<file path="config.mk">
export PLATFORM = sky130hd
export DESIGN_NAME = sprite_xor_framebuffer
export DESIGN_NICKNAME = d
export VERILOG_FILES = /design/src/hw/rtl/sxfb_pkg.sv /design/src/hw/rtl/sxfb_ram.sv /design/src/hw/rtl/sxfb_alu.sv /design/src/hw/rtl/sprite_xor_framebuffer.sv
export SDC_FILE = /design/constraint.sdc
export NUM_CORES = 2
export LEC_CHECK = 0
export ABC_CLOCK_PERIOD_IN_PS = 7400
export BUFFER_PORTS_ARGS = -buffer_cell sky130_fd_sc_hd__buf_4
export CAP_MARGIN = 20
export CORE_ASPECT_RATIO = 1.2
export CORE_MARGIN = 10
export CORE_UTILIZATION = 45
export DETAILED_ROUTE_END_ITERATION = 7
export SYNTH_ARGS = -nofsm -noshare
export SYNTH_HDL_FRONTEND = slang
export SYNTH_SLANG_ARGS = --single-unit
</file>
<file path="constraint.sdc">
create_clock -name clk -period 7.4 [get_ports clk]
set_input_delay 0.74 -clock clk [delete_from_list [all_inputs] [get_ports clk]]
set_output_delay 0.74 -clock clk [all_outputs]
set_load 0.02 [all_outputs]
</file>
<file path="src/hw/rtl/sxfb_pkg.sv">
`default_nettype none
package sxfb_pkg;

  localparam int SCREEN_WIDTH  = 64;
  localparam int SCREEN_HEIGHT = 32;

  localparam int COL_AW = $clog2(SCREEN_WIDTH);
  localparam int ROW_AW = (SCREEN_HEIGHT > 1) ? $clog2(SCREEN_HEIGHT) : 1;

  localparam int MODE_W      = 3;
  localparam int COL_W       = 6;
  localparam int ROW_W       = 5;
  localparam int ROW_IDX_W   = 4;
  localparam int SPRITE_BITS = 8;
  localparam int ROW_TGT_W   = 6;
  localparam int IN_TDATA_W  = 24;
  localparam int OUT_TDATA_W = 8;

  localparam logic [7:0] SPRITE_MSB = 8'h80;

  localparam logic [6:0] WIDTH_LIM  = 7'(SCREEN_WIDTH);
  localparam logic [6:0] HEIGHT_LIM = 7'(SCREEN_HEIGHT);

  typedef enum logic [MODE_W-1:0] {
    MODE_DRAW   = 3'd0,
    MODE_SET    = 3'd1,
    MODE_INVERT = 3'd2,
    MODE_READ   = 3'd3,
    MODE_CLEAR  = 3'd4
  } mode_t;

  typedef enum logic {
    ST_IDLE,
    ST_MODIFY
  } state_t;

  typedef struct packed {
    mode_t                  mode;
    logic [COL_W-1:0]       col;
    logic [ROW_W-1:0]       row;
    logic [ROW_IDX_W-1:0]   row_index;
    logic [SPRITE_BITS-1:0] sprite_row;
    logic                   pixel_value;
    logic                   last_row;
  } item_t;

  typedef struct packed {
    logic we;
    logic clr_all;
    logic pixel_out;
    logic done_res;
  } alu_ctl_t;

  // draw targets row + row_index, all other modes the row itself
  function automatic logic [ROW_TGT_W-1:0] row_target(input item_t it);
    logic [ROW_TGT_W-1:0] t;
    if (it.mode == MODE_DRAW) begin
      t = ROW_TGT_W'(it.row) + ROW_TGT_W'(it.row_index);
    end else begin
      t = ROW_TGT_W'(it.row);
    end
    return t;
  endfunction

endpackage
`default_nettype wire

</file>
<file path="src/hw/rtl/sxfb_ram.sv">
`default_nettype none
module sxfb_ram #(
  parameter int WIDTH = 8,
  parameter int DEPTH = 32,
  localparam int AW = (DEPTH > 1) ? $clog2(DEPTH) : 1
) (
  input  wire logic             clk,
  input  wire logic             we,
  input  wire logic [AW-1:0]    waddr,
  input  wire logic [WIDTH-1:0] wdata,
  input  wire logic             re,
  input  wire logic [AW-1:0]    raddr,
  output logic      [WIDTH-1:0] rdata
);

  logic [WIDTH-1:0] mem [DEPTH];
  logic [WIDTH-1:0] rdata_r;

  always_ff @(posedge clk) begin
    if (we) begin
      mem[waddr] <= wdata;
    end
    if (re) begin
      rdata_r <= mem[raddr];
    end
  end

  assign rdata = rdata_r;

endmodule
`default_nettype wire

</file>
<file path="src/hw/rtl/sxfb_alu.sv">
`default_nettype none
module sxfb_alu (
  input  wire sxfb_pkg::item_t                        item,
  input  wire logic [sxfb_pkg::SCREEN_WIDTH-1:0]      old_word,
  output logic      [sxfb_pkg::SCREEN_WIDTH-1:0]      new_word,
  output sxfb_pkg::alu_ctl_t                          ctl
);
  import sxfb_pkg::*;

  logic [ROW_TGT_W-1:0]    tgt;
  logic                    tgt_ok;
  logic                    pix_ok;
  logic [COL_AW-1:0]       col_idx;
  logic [SCREEN_WIDTH-1:0] pattern;
  logic [6:0]              pc;

  assign tgt     = row_target(item);
  assign tgt_ok  = 7'(tgt) < HEIGHT_LIM;
  assign pix_ok  = (7'(item.col) < WIDTH_LIM) && (7'(item.row) < HEIGHT_LIM);
  assign col_idx = item.col[COL_AW-1:0];

  // clipped sprite pattern, bit 7 at col
  always_comb begin
    pattern = '0;
    pc      = '0;
    for (int j = 0; j < SPRITE_BITS; j++) begin
      pc = 7'(item.col) + 7'(j);
      if (((item.sprite_row & (SPRITE_MSB >> j)) != '0) && (pc < WIDTH_LIM)) begin
        pattern[pc[COL_AW-1:0]] = 1'b1;
      end
    end
  end

  always_comb begin
    new_word = old_word;
    ctl      = '0;
    case (item.mode)
      MODE_DRAW: begin
        ctl.we       = tgt_ok;
        new_word     = old_word ^ pattern;
        ctl.done_res = item.last_row;
      end
      MODE_SET: begin
        ctl.we            = pix_ok;
        new_word[col_idx] = item.pixel_value;
      end
      MODE_INVERT: begin
        ctl.we            = pix_ok;
        new_word[col_idx] = ~old_word[col_idx];
      end
      MODE_READ: begin
        ctl.pixel_out = pix_ok & old_word[col_idx];
      end
      MODE_CLEAR: begin
        ctl.clr_all  = 1'b1;
        ctl.done_res = 1'b1;
      end
      default: begin
        ctl = '0;
      end
    endcase
  end

endmodule
`default_nettype wire

</file>
<file path="src/hw/rtl/sprite_xor_framebuffer.sv">
// Monochrome 1-bit-per-pixel framebuffer, SCREEN_WIDTH x SCREEN_HEIGHT, one row
// word per memory entry. Each input beat (mode in in_tuser, last sprite row in
// in_tlast) yields exactly one output beat: out_tdata[0] is the read pixel,
// out_tlast flags the end of a sprite draw or a completed clear. Items are
// processed one at a time: the row memory is read as the item is accepted in
// the idle state, then modify and write-back use its single write port in the
// modify state. A stalled output holds the block in the write-back state.
// Clear and reset take effect through per-row valid flags, so clear takes the
// same path as any other item and there is no clearing pass after reset.
`default_nettype none
module sprite_xor_framebuffer (
  input  wire logic                              clk,
  input  wire logic                              rst_n,
  input  wire logic                              in_tvalid,
  output logic                                   in_tready,
  // col[5:0], row[10:6], row_index[14:11], sprite_row[22:15], pixel_value[23]
  input  wire logic [sxfb_pkg::IN_TDATA_W-1:0]   in_tdata,
  // mode[2:0]
  input  wire logic [sxfb_pkg::MODE_W-1:0]       in_tuser,
  input  wire logic                              in_tlast,
  output logic                                   out_tvalid,
  input  wire logic                              out_tready,
  // pixel_out[0], zeros above
  output logic      [sxfb_pkg::OUT_TDATA_W-1:0]  out_tdata,
  output logic                                   out_tlast
);
  import sxfb_pkg::*;

  state_t state_r, state_nxt;
  item_t  item_r, item_nxt;
  item_t  in_item;

  logic [SCREEN_HEIGHT-1:0] valid_r, valid_nxt;
  logic                     out_valid_r, out_valid_nxt;
  logic                     out_pix_r, out_pix_nxt;
  logic                     out_done_r, out_done_nxt;

  logic                     in_fire;
  logic                     out_free;
  logic                     finish;

  logic [ROW_TGT_W-1:0]     in_tgt;
  logic [ROW_TGT_W-1:0]     cur_tgt;
  logic [ROW_AW-1:0]        rd_addr;
  logic [ROW_AW-1:0]        cur_addr;
  logic [SCREEN_WIDTH-1:0]  ram_rdata;
  logic [SCREEN_WIDTH-1:0]  old_word;
  logic [SCREEN_WIDTH-1:0]  new_word;
  logic                     ram_we;
  alu_ctl_t                 ctl;

  assign in_item = '{
    mode:        mode_t'(in_tuser),
    col:         in_tdata[5:0],
    row:         in_tdata[10:6],
    row_index:   in_tdata[14:11],
    sprite_row:  in_tdata[22:15],
    pixel_value: in_tdata[23],
    last_row:    in_tlast
  };

  assign in_fire  = in_tvalid && in_tready;
  assign out_free = !out_valid_r || out_tready;
  assign finish   = (state_r == ST_MODIFY) && out_free;

  assign in_tgt   = row_target(in_item);
  assign rd_addr  = in_tgt[ROW_AW-1:0];
  assign cur_tgt  = row_target(item_r);
  assign cur_addr = cur_tgt[ROW_AW-1:0];

  assign old_word = valid_r[cur_addr] ? ram_rdata : '0;
  assign ram_we   = finish && ctl.we;

  sxfb_ram #(
    .WIDTH (SCREEN_WIDTH),
    .DEPTH (SCREEN_HEIGHT)
  ) u_ram (
    .clk   (clk),
    .we    (ram_we),
    .waddr (cur_addr),
    .wdata (new_word),
    .re    (in_fire),
    .raddr (rd_addr),
    .rdata (ram_rdata)
  );

  sxfb_alu u_alu (
    .item     (item_r),
    .old_word (old_word),
    .new_word (new_word),
    .ctl      (ctl)
  );

  always_comb begin
    state_nxt = state_r;
    case (state_r)
      ST_IDLE: begin
        if (in_tvalid) begin
          state_nxt = ST_MODIFY;
        end
      end
      ST_MODIFY: begin
        if (out_free) begin
          state_nxt = ST_IDLE;
        end
      end
      default: begin
        state_nxt = ST_IDLE;
      end
    endcase
  end

  always_comb begin
    in_tready = 1'b0;
    case (state_r)
      ST_IDLE:   in_tready = 1'b1;
      ST_MODIFY: in_tready = 1'b0;
      default:   in_tready = 1'b0;
    endcase
  end

  always_comb begin
    item_nxt      = in_fire ? in_item : item_r;
    valid_nxt     = valid_r;
    out_valid_nxt = out_valid_r;
    out_pix_nxt   = out_pix_r;
    out_done_nxt  = out_done_r;
    if (out_tready) begin
      out_valid_nxt = 1'b0;
    end
    if (finish) begin
      if (ctl.clr_all) begin
        valid_nxt = '0;
      end else if (ctl.we) begin
        valid_nxt[cur_addr] = 1'b1;
      end
      out_valid_nxt = 1'b1;
      out_pix_nxt   = ctl.pixel_out;
      out_done_nxt  = ctl.done_res;
    end
  end

  always_ff @(posedge clk) begin
    if (!rst_n) begin
      state_r     <= ST_IDLE;
      valid_r     <= '0;
      out_valid_r <= 1'b0;
    end else begin
      state_r     <= state_nxt;
      valid_r     <= valid_nxt;
      out_valid_r <= out_valid_nxt;
    end
  end

  always_ff @(posedge clk) begin
    item_r     <= item_nxt;
    out_pix_r  <= out_pix_nxt;
    out_done_r <= out_done_nxt;
  end

  assign out_tvalid = out_valid_r;
  assign out_tdata  = {{(OUT_TDATA_W-1){1'b0}}, out_pix_r};
  assign out_tlast  = out_done_r;

`ifndef SYNTHESIS
  a_accept_to_modify: assert property (@(posedge clk) disable iff (!rst_n)
    in_fire |=> state_r == ST_MODIFY)
    else $error("accepted beat did not enter modify");

  a_write_on_finish: assert property (@(posedge clk) disable iff (!rst_n)
    ram_we |-> (state_r == ST_MODIFY) && out_free && !in_fire)
    else $error("row write outside finishing cycle");

  a_clear_empties: assert property (@(posedge clk) disable iff (!rst_n)
    (finish && item_r.mode == MODE_CLEAR) |=> valid_r == '0 && out_tvalid && out_tlast)
    else $error("clear left rows valid or no done beat");
`endif

endmodule
`default_nettype wire
</file>
Yosys cells after proc, flatten, opt, wreduce, memory -nomap -nowiden --
Memories as Yosys holds them, arrays and structs flattened. A register that Yosys moved wholly into a read port is not among the register bits. Cells that the tools add are included.
Word-level totals: memories kept 1, word-level logic and storage cells 141, memory bits (writable) 2048, register bits after elaboration 64, output and inout bits 11
Operators by class: reductions and logical operators 28, add/subtract/negate cells 9, eq/ne operators 4, magnitude comparators 27, mux-type cells 49, bitwise operators 11
Memory list:
- u_ram.mem | depth 32, bits a word 64, read ports 1, clocked after memory_dff 1, wr ports 1, RTL line sxfb_ram.sv:16 | logic [WIDTH-1:0] mem [DEPTH];
Operators with widths (count):
- $mux W64 | 9
- $or A64 B64 Y64 | 7
- $pmux W64 S3 | 1
- $bwmux W64 | 2
- $mux W32 | 2
- $xor A64 B64 Y64 | 1
- $lt A6 B7 Y1 const B | 9
- $lt A7 B7 Y1 const B | 7
- $demux W1 S6 | 8
- $ge A6 B1 Y1 const B | 8
- $or A32 B32 Y32 | 1
- $add A6 B3 Y7 const B | 4
- $logic_and A1 B1 Y1 | 20
- $mux W1 | 18
- $add A6 B2 Y7 const B | 2
- $pmux W1 S2 | 4
- $add A6 B1 Y7 const B | 1
- $add A5 B4 Y6 | 1
- $bmux W1 S6 | 1
- $eq A3 B2 Y1 const B | 2
- $logic_not A3 Y1 | 2
- $lt A5 B6 Y1 const B | 1
- $lt A6 B6 Y1 const B | 1
- $mux W6 | 1
- 13 further kinds | 15

Depth between registers and ports, before layout --
depth in word-level cells 21, mapped depth 16, mapped depth without buffers 11

Cells and area by module --
A second synthesis with hierarchy kept.
Unflattened totals: cell total of the unflattened synthesis 4794, area, all modules 91819.3 µm²
Modules (own cells, without submodules):
- sxfb_ram | cells an instance 3097, instances 1, sequential area each 63420.8 µm², area an instance 79605.1 µm²
- sxfb_alu | cells an instance 1253, instances 1, sequential area each 0.0 µm², area an instance 7746.2 µm²
- sprite_xor_framebuffer | cells an instance 444, instances 1, sequential area each 1581.5 µm², area an instance 4468.0 µm²

Worst setup path after synthesis --
OpenSTA, ideal clock, no wires.
kind input port to flip-flop, start in in_tvalid, end reg item_r[0] (netlist bit) (enable), buffers on the path 0, cell stages on the path 1, path slack 2.095 ns, data required time 6.846 ns, arrival time 4.750 ns, cell sequence nor2b_1
On the way: cells in the longest elaborated chain, start to end 1
Ends and longest elaborated chain:
- start: declaration | RTL line sprite_xor_framebuffer.sv:14 | input wire logic in_tvalid,
- $logic_and A1 B1 Y1 | RTL line sprite_xor_framebuffer.sv:62 | assign in_fire = in_tvalid && in_tready;
- end signal: assignment | RTL line sprite_xor_framebuffer.sv:156 | item_r <= item_nxt;
- end: declaration | RTL line sprite_xor_framebuffer.sv:30 | item_t item_r, item_nxt;
Every way passes these cells. A chain may end at the register's enable or synchronous reset.

Worst setup path in the final report --
start reg item_r[25] (netlist bit), end mem u_ram.mem[18][36] (netlist bit) (data pin)
On the way: cells in the longest elaborated chain, start to end 10, elaborated cells on any way between the ends 14, those cells by class 2 x eq/ne; 9 x mux; 2 x bitwise; 1 x reduce/logical
Ends and longest elaborated chain:
- $logic_not A3 Y1 | RTL line sxfb_pkg.sv:57, sxfb_alu.sv:37
- $mux W6
- $bmux W1 S5 | RTL line sprite_xor_framebuffer.sv:71 | assign old_word = valid_r[cur_addr] ? ram_rdata : '0;
- $mux W1 (implied by the code) | RTL line sprite_xor_framebuffer.sv:71
- $mux W64 | RTL line sprite_xor_framebuffer.sv:71
- $bmux W1 S6 | RTL line sxfb_alu.sv:49 | new_word[col_idx] = ~old_word[col_idx];
- $mux W1 (implied by the code) | RTL line sxfb_alu.sv:49
- $not A1 Y1 | RTL line sxfb_alu.sv:49
- $bwmux W64 | RTL line sxfb_alu.sv:49
- $pmux W64 S3 (*) | RTL line sxfb_alu.sv:37 | case (item.mode)
- named net new_word[36] | RTL line sprite_xor_framebuffer.sv:48 | logic [SCREEN_WIDTH-1:0] new_word;
- end: declaration | RTL line sxfb_ram.sv:16
The timed path passes the listed nets; every way through them passes the cells marked *. The select of a mux whose other input is x is not followed.

==> impl_metrics.sql <==
INSERT INTO impl_metrics (metric_group, metric, value, unit) VALUES
('power', 'ir_worst_vdd', '0.2017', 'mV'),
('die', 'fp-row-count', '183', ''),
('yosys', 'synth.top_cell.area_share', '0.6846', ''),
('routing', 'drt_drc_violations_left', '0', ''),
('timing', 'clock.fmax', '174.6', 'MHz'),
('routing', 'top_layer', 'met5', ''),
('clocking', 'clkLatencyLatePin', '900', 'ps'),
('place', 'placedCellCount', '10330', ''),
('die', 'die_y', '520.6', 'um'),
('worst_setup_path', 'worst-endpoint-required', '7840', 'ps'),
('grt', 'largest_net_degree_at_the_start_of_global_routing', '176', ''),
('timing', 'finalCritPeriodShare', '0.7738', ''),
('yosys', 'synth_top_family_by_area', 'simple AND/OR/NAND/NOR gates', ''),
('worst_setup_path', 'reg2reg_from', 'item_r[25]', ''),
('timing', 'number_of_max_slew_violations_in_the_final_report', '0', ''),
('yosys', 'synth-seq-area-share', '0.6918', ''),
('yosys', 'synth-compound-area-share', '0.1058', ''),
('worst_setup_path', 'timing.rr.end', 'u_ram.mem[18][36]', ''),
('power', 'power.density_cell_area', '260.0', 'mW/mm2'),
('place', 'placement.io_buffers', '35', ''),
('finish', 'fin_cells', '10780', ''),
('yosys', 'synth.distinct_cells', '85', ''),
('clocking', 'cts-buffers-inserted', '206', ''),
('timing', 'timing.max_slew.rel_slack', '0.1223', ''),
('yosys', 'synth-xor-area-share', '0.003263', ''),
('die', 'io_pins', '43', ''),
('finish', 'drive_gt1_frac', '0.09816', ''),
('power', 'leakagePower', '36.29', 'nW'),
('routing', 'met1_length', '137.6', 'mm'),
('routing', 'detailroute.wirelength.met3', '31.66', 'mm'),
('timing', 'rsz0062_at_grt', 'no', ''),
('finish', 'area_delta_synth_final', '13.02', '%'),
('die', 'starting_density', '0.4529', ''),
('routing', 'dr_wl_met2', '151.9', 'mm'),
('grt', 'grt_first_pass_wirelength', '472.8', 'mm'),
('clocking', 'cts_tree', 'done', ''),
('routing', 'route.final.wire_length', '337.6', 'mm'),
('finish', 'finalCoreUtilization', '0.5119', ''),
('routing', 'detail_route.first_pass.iterations', '6', ''),
('worst_setup_path', 'critical_path.startpoint_type', 'flip-flop', ''),
('min_path', 'worstHoldPathType', 'primary input to flip-flop', ''),
('yosys', 'async_reset_ff_frac', '0', ''),
('worst_setup_path', 'crit_path_max_fanout', '32', ''),
('worst_setup_path', 'setup.worst_path.end', 'u_ram.mem[18][36]', ''),
('worst_setup_path', 'criticalPathCategory', 'flip-flop to flip-flop', ''),
('place', 'global_placer_s_final_weighted_congestion', '1.146', ''),
('worst_setup_path', 'crit_path_top_delay_cell', 'sky130_fd_sc_hd__a21boi_4', ''),
('routing', 'detail_route.vias_per_cell', '6.346', ''),
('finish', 'finish.net_count', '7866', ''),
('finish', 'fillers', '17750', ''),
('timing', 'post-route-min-period', '5726', 'ps'),
('die', 'placeableCoreArea', '0.2074', 'mm2'),
('yosys', 'postSynthCellCount', '7818', ''),
('finish', 'mostFrequentLayoutCell', 'sky130_fd_sc_hd__nand2_1', ''),
('worst_setup_path', 'path_cells', 'nor3_4 > mux2_1 > mux2i_1 > mux4_2 > a222oi_1 > buf_4 > nand3_2 > a21boi_4 > o21ai_0 > or3_1', ''),
('worst_setup_path', 'timing.reg2reg.setup_slack', '1670', 'ps'),
('die', 'area_of_the_die', '0.2275', 'mm2'),
('worst_setup_path', 'critPathArrivalTime', '6170', 'ps'),
('yosys', 'synth_edf_count', '2142', ''),
('clocking', 'cts_num_sinks', '2176', ''),
('timing', 'finalSetupTns', '0', 'ps'),
('grt', 'grt_pass1_vias', '63300', ''),
('yosys', 'netlist.top_cell.by_area', 'sky130_fd_sc_hd__edfxtp_1', ''),
('timing', 'whs', '77.24', 'ps'),
('yosys', 'synth_simple_gate_area_share', '0.1650', ''),
('place', 'dpl.hpwl', '195.9', 'mm'),
('outcome', 'outcome', 'finished clean', ''),
('yosys', 'yosys_warning_total', '0', ''),
('clocking', 'post-cts-setup-buffers', '0', ''),
('worst_setup_path', 'timing.critical_path.to_type', 'flip-flop', ''),
('clocking', 'max-clock-path-buffers', '3', '');
per-layer routing:
metal | vias to the layer above | global-route usage
met2 | 3760 | 0.4354
li1 | 29450 | -
met3 | 797 | 0.04996
met5 | - | 0
met4 | 4 | 0.1227
met1 | 34370 | 0.4014
synth_stat cells (19+ instances only):
cell	instances
sky130_fd_sc_hd__nand2_1	2290
sky130_fd_sc_hd__edfxtp_1	2142
sky130_fd_sc_hd__nand3_1	669
sky130_fd_sc_hd__clkbuf_1	503
sky130_fd_sc_hd__a311oi_1	386
sky130_fd_sc_hd__and3_1	273
sky130_fd_sc_hd__a21oi_1	177
sky130_fd_sc_hd__nor2_1	172
sky130_fd_sc_hd__a31oi_1	161
sky130_fd_sc_hd__a211oi_1	109
sky130_fd_sc_hd__o22ai_1	89
sky130_fd_sc_hd__a21o_1	77
sky130_fd_sc_hd__o21ai_0	72
sky130_fd_sc_hd__nor3_1	52
sky130_fd_sc_hd__o211ai_1	44
sky130_fd_sc_hd__buf_1	42
sky130_fd_sc_hd__mux2i_1	42
sky130_fd_sc_hd__o221ai_1	36
sky130_fd_sc_hd__dfxtp_1	34
sky130_fd_sc_hd__o2111ai_1	33
sky130_fd_sc_hd__a221o_1	28
sky130_fd_sc_hd__buf_2	25
sky130_fd_sc_hd__nand2b_1	24
sky130_fd_sc_hd__xnor2_1	23
sky130_fd_sc_hd__a221oi_1	20
sky130_fd_sc_hd__a22oi_1	19
sky130_fd_sc_hd__and2_1	19
worst min-delay path by stage:
stage                      from          end  slack [ps]  depth (start not counted)
floorplan            valid_r[0]   valid_r[0]         440                          2
global placement    valid_r[26]  valid_r[26]         450                          2
detailed placement   valid_r[1]   valid_r[1]         460                          2
CTS                 in_tdata[8]   item_r[16]           4                          1
global route        in_tdata[3]   item_r[22]          40                          1
finish              in_tdata[3]   item_r[22]          80                          1
stage by stage:
step                      worst slack [ps]  area, um2
after global routing                  1464     106200
after CTS                             1644     105700
final                                 1674     106200
after detailed placement              1687      98920
after global placement                1888      98760
after floorplan                       2095      93980
kinds of logic (layout without fill, tap and decap cells):
family                   Yosys count  count (layout)
AND/OR/NAND/NOR                 3593            3593
AO/OA/AOI/OAI                   1344            1344
multiplexers                      58              58
XOR/XNOR                          35              35
buffers and inverters            597             770
other                              1              11
adder cells (fa/ha/maj)           14              14
flip-flops                      2176            2176
sequential cells by signal (all words and copies together) (netlist names):
register	cells
out_tlast	1
item_r	28
u_ram.rdata	64
state_r	1
out_tvalid	1
valid_r	32
out_pix_r	1
u_ram.mem	2048
layout make-up:
type | count | area (um2) | share of cell area
antenna | 4 | 10.01 | 0.00009426
timing repair buffer | 372 | 3751 | 0.03532
multi-input combinational | 5051 | 27350 | 0.2576
clock buffer | 261 | 5463 | 0.05144
sequential | 2176 | 65000 | 0.6121
tap | 2775 | 3472 | 0.03270
inverter | 13 | 48.80 | 0.0004595
clock inverter | 124 | 1091 | 0.01027
critical path, delay by kind of cell (launching register included):
| kind | cells | cell delay [ps] |
|---|---|---|
| and+or+nand+nor | 3 | 1510 |
| DFF | 1 | 520 |
| AOI/OAI and AO/OA | 3 | 1500 |
| muxes | 3 | 1470 |
| buffers and inverters | 1 | 230 |
power breakdown:
part           total [mW]  internal (mW)  switching [mW]
Clock                10.3           5.67            4.65
Combinational        3.17          0.877            2.29
Sequential           14.1           14.0           0.149
Total                27.6           20.5            7.08
Note: power is estimated with default switching activity, not from simulation.
